--- src/hdl/oaid_pkg.sv ---
// Package for the ordered array: sizes, codes, beat structs and cell command.
// No dependencies.
`default_nettype none

package oaid_pkg;

    localparam int CAPACITY   = 64;
    localparam int WORD_W     = 32;
    localparam int POS_W      = 7;
    localparam int FILL_W     = 7;
    localparam int CNT_W      = $clog2(CAPACITY + 1);
    localparam int IDX_W      = $clog2(CAPACITY);
    localparam int CMP_W      = (CNT_W > POS_W) ? CNT_W : POS_W;
    localparam int GROUP_SIZE = 8;
    localparam int GROUPS     = (CAPACITY + GROUP_SIZE - 1) / GROUP_SIZE;

    typedef enum logic [1:0] {
        MODE_APPEND = 2'd0,
        MODE_INSERT = 2'd1,
        MODE_DELETE = 2'd2,
        MODE_READ   = 2'd3
    } mode_t;

    typedef enum logic [1:0] {
        ST_OK    = 2'd0,
        ST_FULL  = 2'd1,
        ST_RANGE = 2'd2
    } status_t;

    typedef enum logic [1:0] {
        CELL_HOLD   = 2'd0,
        CELL_INSERT = 2'd1,
        CELL_DELETE = 2'd2
    } cell_op_t;

    typedef struct packed {
        mode_t                      mode;
        logic [POS_W-1:0]           position;
        logic signed [WORD_W-1:0]   word_in;
    } req_t;

    typedef struct packed {
        logic signed [WORD_W-1:0]   word_out;
        status_t                    status;
        logic [FILL_W-1:0]          fill;
    } rsp_t;

    // Broadcast from the controller to every cell.
    typedef struct packed {
        cell_op_t                   op;
        logic [IDX_W-1:0]           at;
        logic signed [WORD_W-1:0]   word;
        logic                       rd_en;
        logic [IDX_W-1:0]           rd_at;
    } cell_cmd_t;

    // Request outcome from the controller.
    typedef struct packed {
        status_t                    status;
        logic [FILL_W-1:0]          fill;
    } ctrl_rsp_t;

endpackage

`default_nettype wire

--- src/hdl/oaid_cell.sv ---
// One entry of the ordered array: holds a word, shifts with its neighbors.
// Depends on oaid_pkg.
`default_nettype none

module oaid_cell
    import oaid_pkg::*;
(
    input  wire logic                       aclk,
    input  wire cell_cmd_t                  cmd,
    input  wire logic [IDX_W-1:0]           cell_idx,
    input  wire logic signed [WORD_W-1:0]   left_word,
    input  wire logic signed [WORD_W-1:0]   right_word,
    output logic signed [WORD_W-1:0]        word_q,
    output logic signed [WORD_W-1:0]        rd_word
);

    logic signed [WORD_W-1:0] word_reg;
    logic signed [WORD_W-1:0] word_next;

    // Pick the next word: hold, take the lower neighbor, the new word, or the upper neighbor
    always_comb begin
        word_next = word_reg;
        unique case (cmd.op)
            CELL_HOLD: begin
                word_next = word_reg;
            end
            CELL_INSERT: begin
                if (cell_idx > cmd.at) begin
                    word_next = left_word;
                end else if (cell_idx == cmd.at) begin
                    word_next = cmd.word;
                end
            end
            CELL_DELETE: begin
                if (cell_idx >= cmd.at) begin
                    word_next = right_word;
                end
            end
            default: begin
                word_next = word_reg;
            end
        endcase
    end

    always_ff @(posedge aclk) begin
        word_reg <= word_next;
    end

    // Drive the read bus only when addressed
    assign word_q  = word_reg;
    assign rd_word = (cmd.rd_en && (cell_idx == cmd.rd_at)) ? word_reg : '0;

endmodule

`default_nettype wire

--- config.mk ---
export PLATFORM = sky130hd
export DESIGN_NAME = oaid_cell
export DESIGN_NICKNAME = d
export VERILOG_FILES = /design/src/hdl/oaid_pkg.sv /design/src/hdl/oaid_cell.sv
export SDC_FILE = /design/constraint.sdc
export NUM_CORES = 1
export LEC_CHECK = 0
export ABC_CLOCK_PERIOD_IN_PS = 10000
export BUFFER_PORTS_ARGS = -buffer_cell sky130_fd_sc_hd__buf_4
export CAP_MARGIN = 20
export CORE_MARGIN = 2
export CORE_UTILIZATION = 46
export CTS_BUF_LIST = sky130_fd_sc_hd__clkbuf_8 sky130_fd_sc_hd__clkbuf_16
export CTS_CLUSTER_SIZE = 40
export DETAILED_ROUTE_END_ITERATION = 10
export PLACE_DENSITY_LB_ADDON = 0.12
export SLEW_MARGIN = 0
export SYNTH_ARGS = -nofsm -noshare
export SYNTH_HDL_FRONTEND = slang
export SYNTH_SLANG_ARGS = --single-unit
export TNS_END_PERCENT = 20
--- constraint.sdc ---
create_clock -name aclk -period 10 [get_ports aclk]
set_input_delay 0 -clock aclk [delete_from_list [all_inputs] [get_ports aclk]]
set_output_delay 0 -clock aclk [all_outputs]
set_load 0.005 [all_outputs]
==> impl_metrics.csv <==
group,metric,value,unit
synth,synth-seq-area-share,0.337,
placement,gp_congestion,0.738,
layout,area_growth_syn_to_layout,51.8,%
job,cap_violations,0,
synth,synth.distinct_cells,29,
min_path,hold_class,"in2reg",
power,power_frac_clock,0.223,
placement,portBuffers,181,
route,wirelength,9.10,mm
cts,cts_inserted_buffers,5,
layout,regArea,961,sq um
floorplan,die_h,82.7,um
timing,fin_ws,8.07,ns
cts,cts_tree,"yes",
layout,layout_common_cells,"185 x buf_4, 60 x nor2_1, 47 x nor4_1",
route,ant_nets,0,
layout,largest_reg_flops,32,
route,vias_per_cell,5.69,
placement,dp_hpwl,6.34,mm
floorplan,initial_utilization,0.479,
synth,syn-instance-count,327,
setup_path,critPathCaptureType,"flip-flop",
setup_path,cp-start-kind,"primary input",
timing,setup_viol,0,
global_routing,grt_pass1_wl,13.6,mm
synth,ys_ff_latch,32,
timing,fin_setup_tns,0,ns
cts,clockBufferDepth,2,
power,powerDensity,97.8,nW/um^2
power,pwr-share-seq,0.423,
floorplan,fp-row-count,28,
cts,clock-root-buffer,"clkbuf_8",
power,ir_worst_vdd,0.0527,mV
power,power_frac_comb,0.355,
floorplan,core_area,5960,sq um
layout,fillers,512,
power,power_switching,123,uW
route,via_count,3186,
route,drc,0,
status,status,"finished clean",
setup_path,path_max_fanout,31,
timing,rsz0062_at_grt,"false",
cts,clk_pin_slew,0.07,ns
synth,avgSynthCellArea,8.72,sq um
cts,cts_resized,0,
synth,yosys_warnings,0,
global_routing,first_global_vias,2957,
power,swShare,0.291,
synth,syn_area,2850,sq um
global_routing,gr-usage-all-layers,0.256,
route,wire_per_inst,16.2,um
setup_path,critical_path_class,"in2reg",
layout,fin_nets,609,
timing,finalHoldViolations,0,
global_routing,antenna_found_initial,0,
floorplan,die_w,82.7,um
floorplan,ios,182,
timing,worst_pin_slew,0.881,ns
power,leakagePower,2.08,nW
cts,cts.sinks,32,
timing,period_share,0.193,
timing,period_needed,1.93,ns
setup_path,crit_required,10.08,ns
layout,final_common_cell,"buf_4",
setup_path,crit_arrival,2.01,ns
placement,dp_slack,7.76,ns
cts,post-cts-setup-buffer-count,0,
floorplan,die_area,6840,sq um
global_routing,grt_max_degree,61,
layout,multi_input_area,1710,sq um
cts,ctsHoldBuffers,0,
route,drt_iter0_drc,228,
layout,drive_gt1_frac,0.449,
cts,h-tree-depth,2,
route,dr.pass1.iters,5,
synth,synth_nets,451,
timing,slew_headroom,0.411,
power,p_int,300,uW
global_routing,grt_remaining_overflow,0,
timing,fmax,518,MHz
timing,drv_slew,0,
layout,diodes,0,
==> cell type report <==
type                    count  share of cell area
well taps                  75              0.0217
clock inverters             2             0.00202
flip-flops and latches     32               0.222
clock buffers               5              0.0159
inverters                   6             0.00521
multi-input cells         252               0.396
repair buffers            188               0.337
==> cells in the mapped netlist <==
master     instances  area [sq um]
a2111oi_0          4          35.0
a21boi_0           1          7.51
a21o_1             2          15.0
a21oi_1            2          10.0
and2_1            32           200
and3_1             1          6.26
and4_4             1          11.3
buf_2             11          55.1
buf_4              3          22.5
buf_6              4          45.0
clkbuf_1          19          71.3
edfxtp_1          32           961
ha_1               6          75.1
inv_1              6          22.5
nand2_1            1          3.75
nand2b_1           3          18.8
nand3_1            1          5.00
nand4_1            1          6.26
nor2_1            60           225
nor2b_1            2          12.5
nor3_1            32           160
nor4_1            47           294
nor4_2            18           225
o211a_1           28           280
o21a_1             2          15.0
o21ai_0            1          5.00
o21ai_2            1          8.76
xnor2_1            3          26.3
xor2_1             3          26.3
==> logic make-up (layout without fill, tap and decap cells) <==
| group | Yosys count | in the layout | synth area share |
|---|---|---|---|
| buf+inv | 43 | 201 | 0.0759 |
| xor+xnor | 6 | 6 | 0.0184 |
| compound gates | 41 | 41 | 0.132 |
| simple gates | 199 | 199 | 0.410 |
| fa+ha+maj | 6 | 6 | 0.0263 |
| flops | 32 | 32 | 0.337 |
==> critical path: stages <==
cell and delay [ns]:
buf_4 0.12, ha_1 0.32, and4_4 0.27, nand3_2 0.53, buf_16 0.40, o211a_1 0.12
nor4_1 0.23
==> metrics by stage <==
| stage | std cells | util | total power, mW | instance area [sq um] | hold slack, ns |
|---|---|---|---|---|---|
| final | 560 | 0.726 | 0.423 | 4330 | 0.129 |
| after global routing | 560 | 0.726 | 0.444 | 4330 | 0.133 |
| after CTS | 558 | 0.720 | 0.423 | 4290 | 0.115 |
| after detailed placement | 551 | 0.707 | 0.329 | 4210 | 0.421 |
| after global placement | 550 | 0.702 | 0.324 | 4180 | 0.414 |
| after floorplan | 327 | - | 0.252 | 2850 | 0.266 |
==> per-layer routing <==
layer,track usage,share of wire,vias to the layer above
met5,0,0,-
met4,0.0705,0.010,0
met3,0.0446,0.076,8
met2,0.469,0.54,131
met1,0.306,0.38,1500
li1,-,-,1547
==> power by group through the flow <==
stage	clock network, mW	registers (mW)	logic [mW]
floorplan	0	0.182	0.0702
global placement	0	0.182	0.142
detailed placement	0	0.182	0.147
CTS	0.0963	0.179	0.147
global route	0.0997	0.181	0.163
finish	0.0941	0.179	0.150
==> worst paths after layout <==
kind / from / to / cells past startpoint
hold / removal: right_word[2] / word_q[2] / 3
setup / recovery: cell_idx[5] / word_q[11] / 7
No activity file was read; power rests on OpenSTA's default activity.
