`src/hdl/oaid_pkg.sv`:
```
// Package for the ordered array: sizes, codes, beat structs and cell command.
// No dependencies.
`default_nettype none

package oaid_pkg;

    localparam int CAPACITY   = 64;
    localparam int WORD_W     = 32;
    localparam int POS_W      = 7;
    localparam int FILL_W     = 7;
    localparam int CNT_W      = $clog2(CAPACITY + 1);
    localparam int IDX_W      = $clog2(CAPACITY);
    localparam int CMP_W      = (CNT_W > POS_W) ? CNT_W : POS_W;
    localparam int GROUP_SIZE = 8;
    localparam int GROUPS     = (CAPACITY + GROUP_SIZE - 1) / GROUP_SIZE;

    typedef enum logic [1:0] {
        MODE_APPEND = 2'd0,
        MODE_INSERT = 2'd1,
        MODE_DELETE = 2'd2,
        MODE_READ   = 2'd3
    } mode_t;

    typedef enum logic [1:0] {
        ST_OK    = 2'd0,
        ST_FULL  = 2'd1,
        ST_RANGE = 2'd2
    } status_t;

    typedef enum logic [1:0] {
        CELL_HOLD   = 2'd0,
        CELL_INSERT = 2'd1,
        CELL_DELETE = 2'd2
    } cell_op_t;

    typedef struct packed {
        mode_t                      mode;
        logic [POS_W-1:0]           position;
        logic signed [WORD_W-1:0]   word_in;
    } req_t;

    typedef struct packed {
        logic signed [WORD_W-1:0]   word_out;
        status_t                    status;
        logic [FILL_W-1:0]          fill;
    } rsp_t;

    // Broadcast from the controller to every cell.
    typedef struct packed {
        cell_op_t                   op;
        logic [IDX_W-1:0]           at;
        logic signed [WORD_W-1:0]   word;
        logic                       rd_en;
        logic [IDX_W-1:0]           rd_at;
    } cell_cmd_t;

    // Request outcome from the controller.
    typedef struct packed {
        status_t                    status;
        logic [FILL_W-1:0]          fill;
    } ctrl_rsp_t;

endpackage

`default_nettype wire

```
`src/hdl/oaid_ctrl.sv`:
```
// Request decode and fill count: checks bounds, issues the cell command.
// Depends on oaid_pkg.
`default_nettype none

module oaid_ctrl
    import oaid_pkg::*;
(
    input  wire logic   aclk,
    input  wire logic   aresetn,
    input  wire logic   accept,
    input  wire req_t   req,
    output cell_cmd_t   cmd,
    output ctrl_rsp_t   rsp
);

    logic [CNT_W-1:0] used_reg;
    logic [CNT_W-1:0] used_next;
    logic [CMP_W-1:0] used_ext;
    logic [CMP_W-1:0] pos_ext;
    logic [CMP_W-1:0] cap_ext;
    logic             full;
    cell_cmd_t        cmd_raw;

    assign used_ext = CMP_W'(used_reg);
    assign pos_ext  = CMP_W'(req.position);
    assign cap_ext  = CMP_W'(CAPACITY);
    assign full     = (used_ext == cap_ext);

    // Decode the request against the current count
    always_comb begin
        rsp.status    = ST_OK;
        used_next     = used_reg;
        cmd_raw.op    = CELL_HOLD;
        cmd_raw.at    = pos_ext[IDX_W-1:0];
        cmd_raw.word  = req.word_in;
        cmd_raw.rd_en = 1'b0;
        cmd_raw.rd_at = pos_ext[IDX_W-1:0];
        unique case (req.mode)
            MODE_APPEND: begin
                if (full) begin
                    rsp.status = ST_FULL;
                end else begin
                    cmd_raw.op = CELL_INSERT;
                    cmd_raw.at = used_reg[IDX_W-1:0];
                    used_next  = used_reg + CNT_W'(1);
                end
            end
            MODE_INSERT: begin
                priority if (pos_ext > used_ext) begin
                    rsp.status = ST_RANGE;
                end else if (full) begin
                    rsp.status = ST_FULL;
                end else begin
                    cmd_raw.op = CELL_INSERT;
                    used_next  = used_reg + CNT_W'(1);
                end
            end
            MODE_DELETE: begin
                if (pos_ext >= used_ext) begin
                    rsp.status = ST_RANGE;
                end else begin
                    cmd_raw.op = CELL_DELETE;
                    used_next  = used_reg - CNT_W'(1);
                end
            end
            MODE_READ: begin
                if ((pos_ext >= used_ext) || (pos_ext >= cap_ext)) begin
                    rsp.status = ST_RANGE;
                end else begin
                    cmd_raw.rd_en = 1'b1;
                end
            end
            default: begin
                rsp.status = ST_OK;
            end
        endcase
        // Report the count left by this request
        rsp.fill = FILL_W'(used_next);
    end

    // Let the cells move only on an accepted beat
    always_comb begin
        cmd = cmd_raw;
        if (!accept) begin
            cmd.op = CELL_HOLD;
        end
    end

    // Advance the count on an accepted beat
    always_ff @(posedge aclk) begin
        if (!aresetn) begin
            used_reg <= '0;
        end else if (accept) begin
            used_reg <= used_next;
        end
    end

endmodule

`default_nettype wire

```
`config.mk`:
```
export PLATFORM = sky130hd
export DESIGN_NAME = oaid_ctrl
export DESIGN_NICKNAME = d
export VERILOG_FILES = /design/src/hdl/oaid_pkg.sv /design/src/hdl/oaid_ctrl.sv
export SDC_FILE = /design/constraint.sdc
export NUM_CORES = 1
export LEC_CHECK = 0
export ABC_AREA = 1
export BUFFER_PORTS_ARGS = -buffer_cell sky130_fd_sc_hd__buf_2
export CORE_MARGIN = 2
export CORE_UTILIZATION = 35
export DETAILED_ROUTE_END_ITERATION = 16
export PLACE_DENSITY = 0.74
export SLEW_MARGIN = 20
export SYNTH_ARGS = -nofsm -noshare
export SYNTH_HDL_FRONTEND = slang
export SYNTH_SLANG_ARGS = --single-unit
```
`constraint.sdc`:
```
create_clock -name aclk -period 2.1 [get_ports aclk]
set_input_delay 0.21 -clock aclk [delete_from_list [all_inputs] [get_ports aclk]]
set_output_delay 0.21 -clock aclk [all_outputs]
set_load 0.005 [all_outputs]
```
==> summary.txt <==
Outcome
  – Status: complete, no violations

Cells and area
  – FF/Latch Area: 149 sq um
  – Share of layout cells above drive strength 1: approximately 47%
  – Final net count: 301
  – N_diodes: 0
  – Largest register FFs: 7
  – Fill count: about 440
  – Final Core Density: roughly 42%
  – Commonest non-fill, non-tap cell in the layout: nand2_1
  – Synth-to-layout area growth: 14.8%
  – Multi-input gate area: 1030 sq um
  – Most frequent cells in the layout: nand2_1, buf_2, nand3_1

Synth
  – Primary FF master, synth: dfxtp_1
  – Yosys top cell area share: 19.1%
  – Ys Warns: 0
  – Mapped Avg Cell Area: approximately 6.4 sq um
  – EDFF count, synth: 0
  – Yosys reg bits: 7
  – Synth area leader: buf_4
  – Net count after synthesis: around 290
  – Synth top area cells: buf_4, nand2_1, dfxtp_1
  – Cells after Synth: about 230
  – Cell area after synthesis: between 1000 and 1500 sq um
  – Number of library cell types mapped by synthesis: 30
  – Register area share after synthesis: roughly a tenth
  – Async set-reset flop share out of synthesis: 0%

Worst setup path
  – Slowest stage delay, CP: 0.34 ns
  – Startpoint Class: register
  – Crit path DAT: 1.88 ns
  – Most used cell, CP: inv_2
  – CP Class: register to output port
  – CP endpoint kind: output port
  – FF-to-FF setup slack: 0.25 ns
  – Worst R2R Path Depth: 12
  – Max FO, Critical Path: 6
  – Reg2reg end: used_ext[6]
  – Reg2reg start: used_ext[6]
  – Critical path required time: 1.89 ns
  – Crit-path cells: inv_2, ha_4, nand2_4, inv_2, a21oi_4, nand3_4, or2_1, a21oi_1, nor2_1, buf_2
  – Critical-path top delay cell: dfxtp_2

Clock tree
  – TritonCTS Sinks: 7
  – CTS tree: done
  – Clock transition at the registers of the reported paths: 0.04 ns
  – Hold_buf cts: 0
  – Worst skew pair latency: about 0.23 ns
  – H-tree lvl count: 1
  – Clock Tree Buf Depth: 2
  – Root buffer cell: clkbuf_8
  – CTS Buf Count: 3

STA
  – Fin crit share: ~100%
  – Hold_ws: between 0.2 and 0.3 ns
  – Fin Clk Skew: slightly above 0.0006 ns
  – Fmax: 0.478 GHz
  – Post-layout min period: approximately 2.1 ns
  – Max Slew Vio Count: 0
  – Slew margin rel.: 81.7%
  – Setup violations, final: 0
  – Worst Slack Setup Final: a little over 0.007 ns
  – Slew @ Worst Pin: approximately 0.27 ns
  – Fin. Hold Viols: 0
  – Sum Neg Setup Slack: 0 ns
  – RSZ-0062 raised after global routing: yes

Placed design
  – Final HPWL DP: roughly 2800 um
  – Worst slack, placed: 0.0688 ns
  – Final GP Congestion: roughly 0.95
  – IO Port Bufs: 35

Drt
  – DR pass1 iterations: 4
  – Initial DRC Count: 42
  – WL met1: about 1700 um
  – DR WL/cell: 12.1 um
  – Vias: between 1000 and 1500
  – Average vias per placed instance: between 4 and 5
  – DRC: 0
  – Post-route ant nets: 0
  – Metal3 WL: between 150 and 200 um
  – Routed Wire Length: around 3600 um
  – Met2 routed WL: 1660 um
  – Top sig layer: met4

Global route
  – Initial antenna violation count: 0
  – Vias in the first global route: about 1400
  – Global route overflow: 0
  – Largest net degree at the start of global routing: 10
  – First-pass GRT wire length: about 6000 um
  – GRT Util Overall: roughly 15%

Min path
  – Worst min path class: primary input to register
  – Hold depth: 3
  – Min-Delay Startpoint: aresetn
  – Hold path endpoint: used_ext[5]

Pwr
  – PwrDens: slightly below 500 nW/um^2
  – Total power: between 800 and 900 uW
  – Peak VDD IR: 0.239 mV
  – Leak pwr: around 0.90 nW

Die
  – Core Area: just over 4000 sq um
  – Rows: 23
  – I/O pin count: 100
  – Die footprint: 4810 sq um
  – Die Ht: 69.4 um
  – Initial core utilization: between 30% and 40%
  – Die width: roughly 69 um

Run
  – Total of max-cap violations: 0
## cells in the mapped netlist (2+ instances only)
master and n:
a21oi_1 6, nand3_4 2, nand3_2 4, nand4_2 2
nor2_4 3, nand2_4 2, nand3_1 24, dfxtp_1 7
o21ai_0 9, nand3b_1 2, nor2_2 10, nor2_1 11
buf_4 38, ha_1 9, xor2_1 2, inv_1 23
nand2_2 2, inv_2 10, nand2_1 55
## metrics by stage
| step | cells | area [sq um] |
|---|---|---|
| final | 297 | 1720 |
| after global routing | 297 | 1720 |
| after CTS | 294 | 1650 |
| after detailed placement | 288 | 1510 |
| after global placement | 288 | 1510 |
| after floorplan | 232 | 1500 |
## cell type report
class	instances	share of cell area [%]
repair buffers	51	18.0
inverters	33	7.22
multi-input cells	152	59.8
well taps	50	3.64
clock buffers	4	2.62
flip-flops and latches	7	8.67
## timing repair
item                                    4_1_cts  5_1_grt
endpoints found under the setup margin       10       13
pin swaps                                     8        8
gates resized for setup                      16       12
buffers inserted                              2        3
## routing by layer
metal  track usage, %  vias to the layer above
li1                 -                      731
met5                0                        -
met3             2.91                       10
met2             23.7                       47
met1             18.9                      642
met4             6.54                        0
## power breakdown
group / leakage (nW) / switching (mW) / internal [mW]
clock network: 0.0228 / 0.0605 / 0.132
registers: 0.0603 / 0.0101 / 0.148
logic: 0.818 / 0.273 / 0.212
## cell families after synthesis
family          after synthesis  share of synthesized area, %
buf+inv                      73                          28.6
xor+xnor                      2                          1.17
simple gates                123                          46.2
fa+ha+maj                     9                          7.53
compound gates               18                          7.11
flops                         7                          9.37
## worst max path at each step
stage                start     end  cells after the start
6_report       used_ext[6]  rsp[8]                     10
5_1_grt        used_ext[6]  rsp[0]                     13
4_1_cts        used_ext[1]  rsp[0]                     13
3_5_place_dp   used_ext[6]  rsp[0]                     13
3_3_place_gp   used_ext[6]  rsp[0]                     13
2_1_floorplan  used_ext[5]  rsp[8]                      9
## critical path, delay by kind of cell, from the launching register on
family	cells	cell delay (ns)
adder cells (fa/ha/maj)	1	0.23
AO/OA/AOI/OAI	2	0.34
flip-flops	1	0.34
buffers and inverters	3	0.24
AND/OR/NAND/NOR	4	0.51
(Power assumes the default switching activity.)
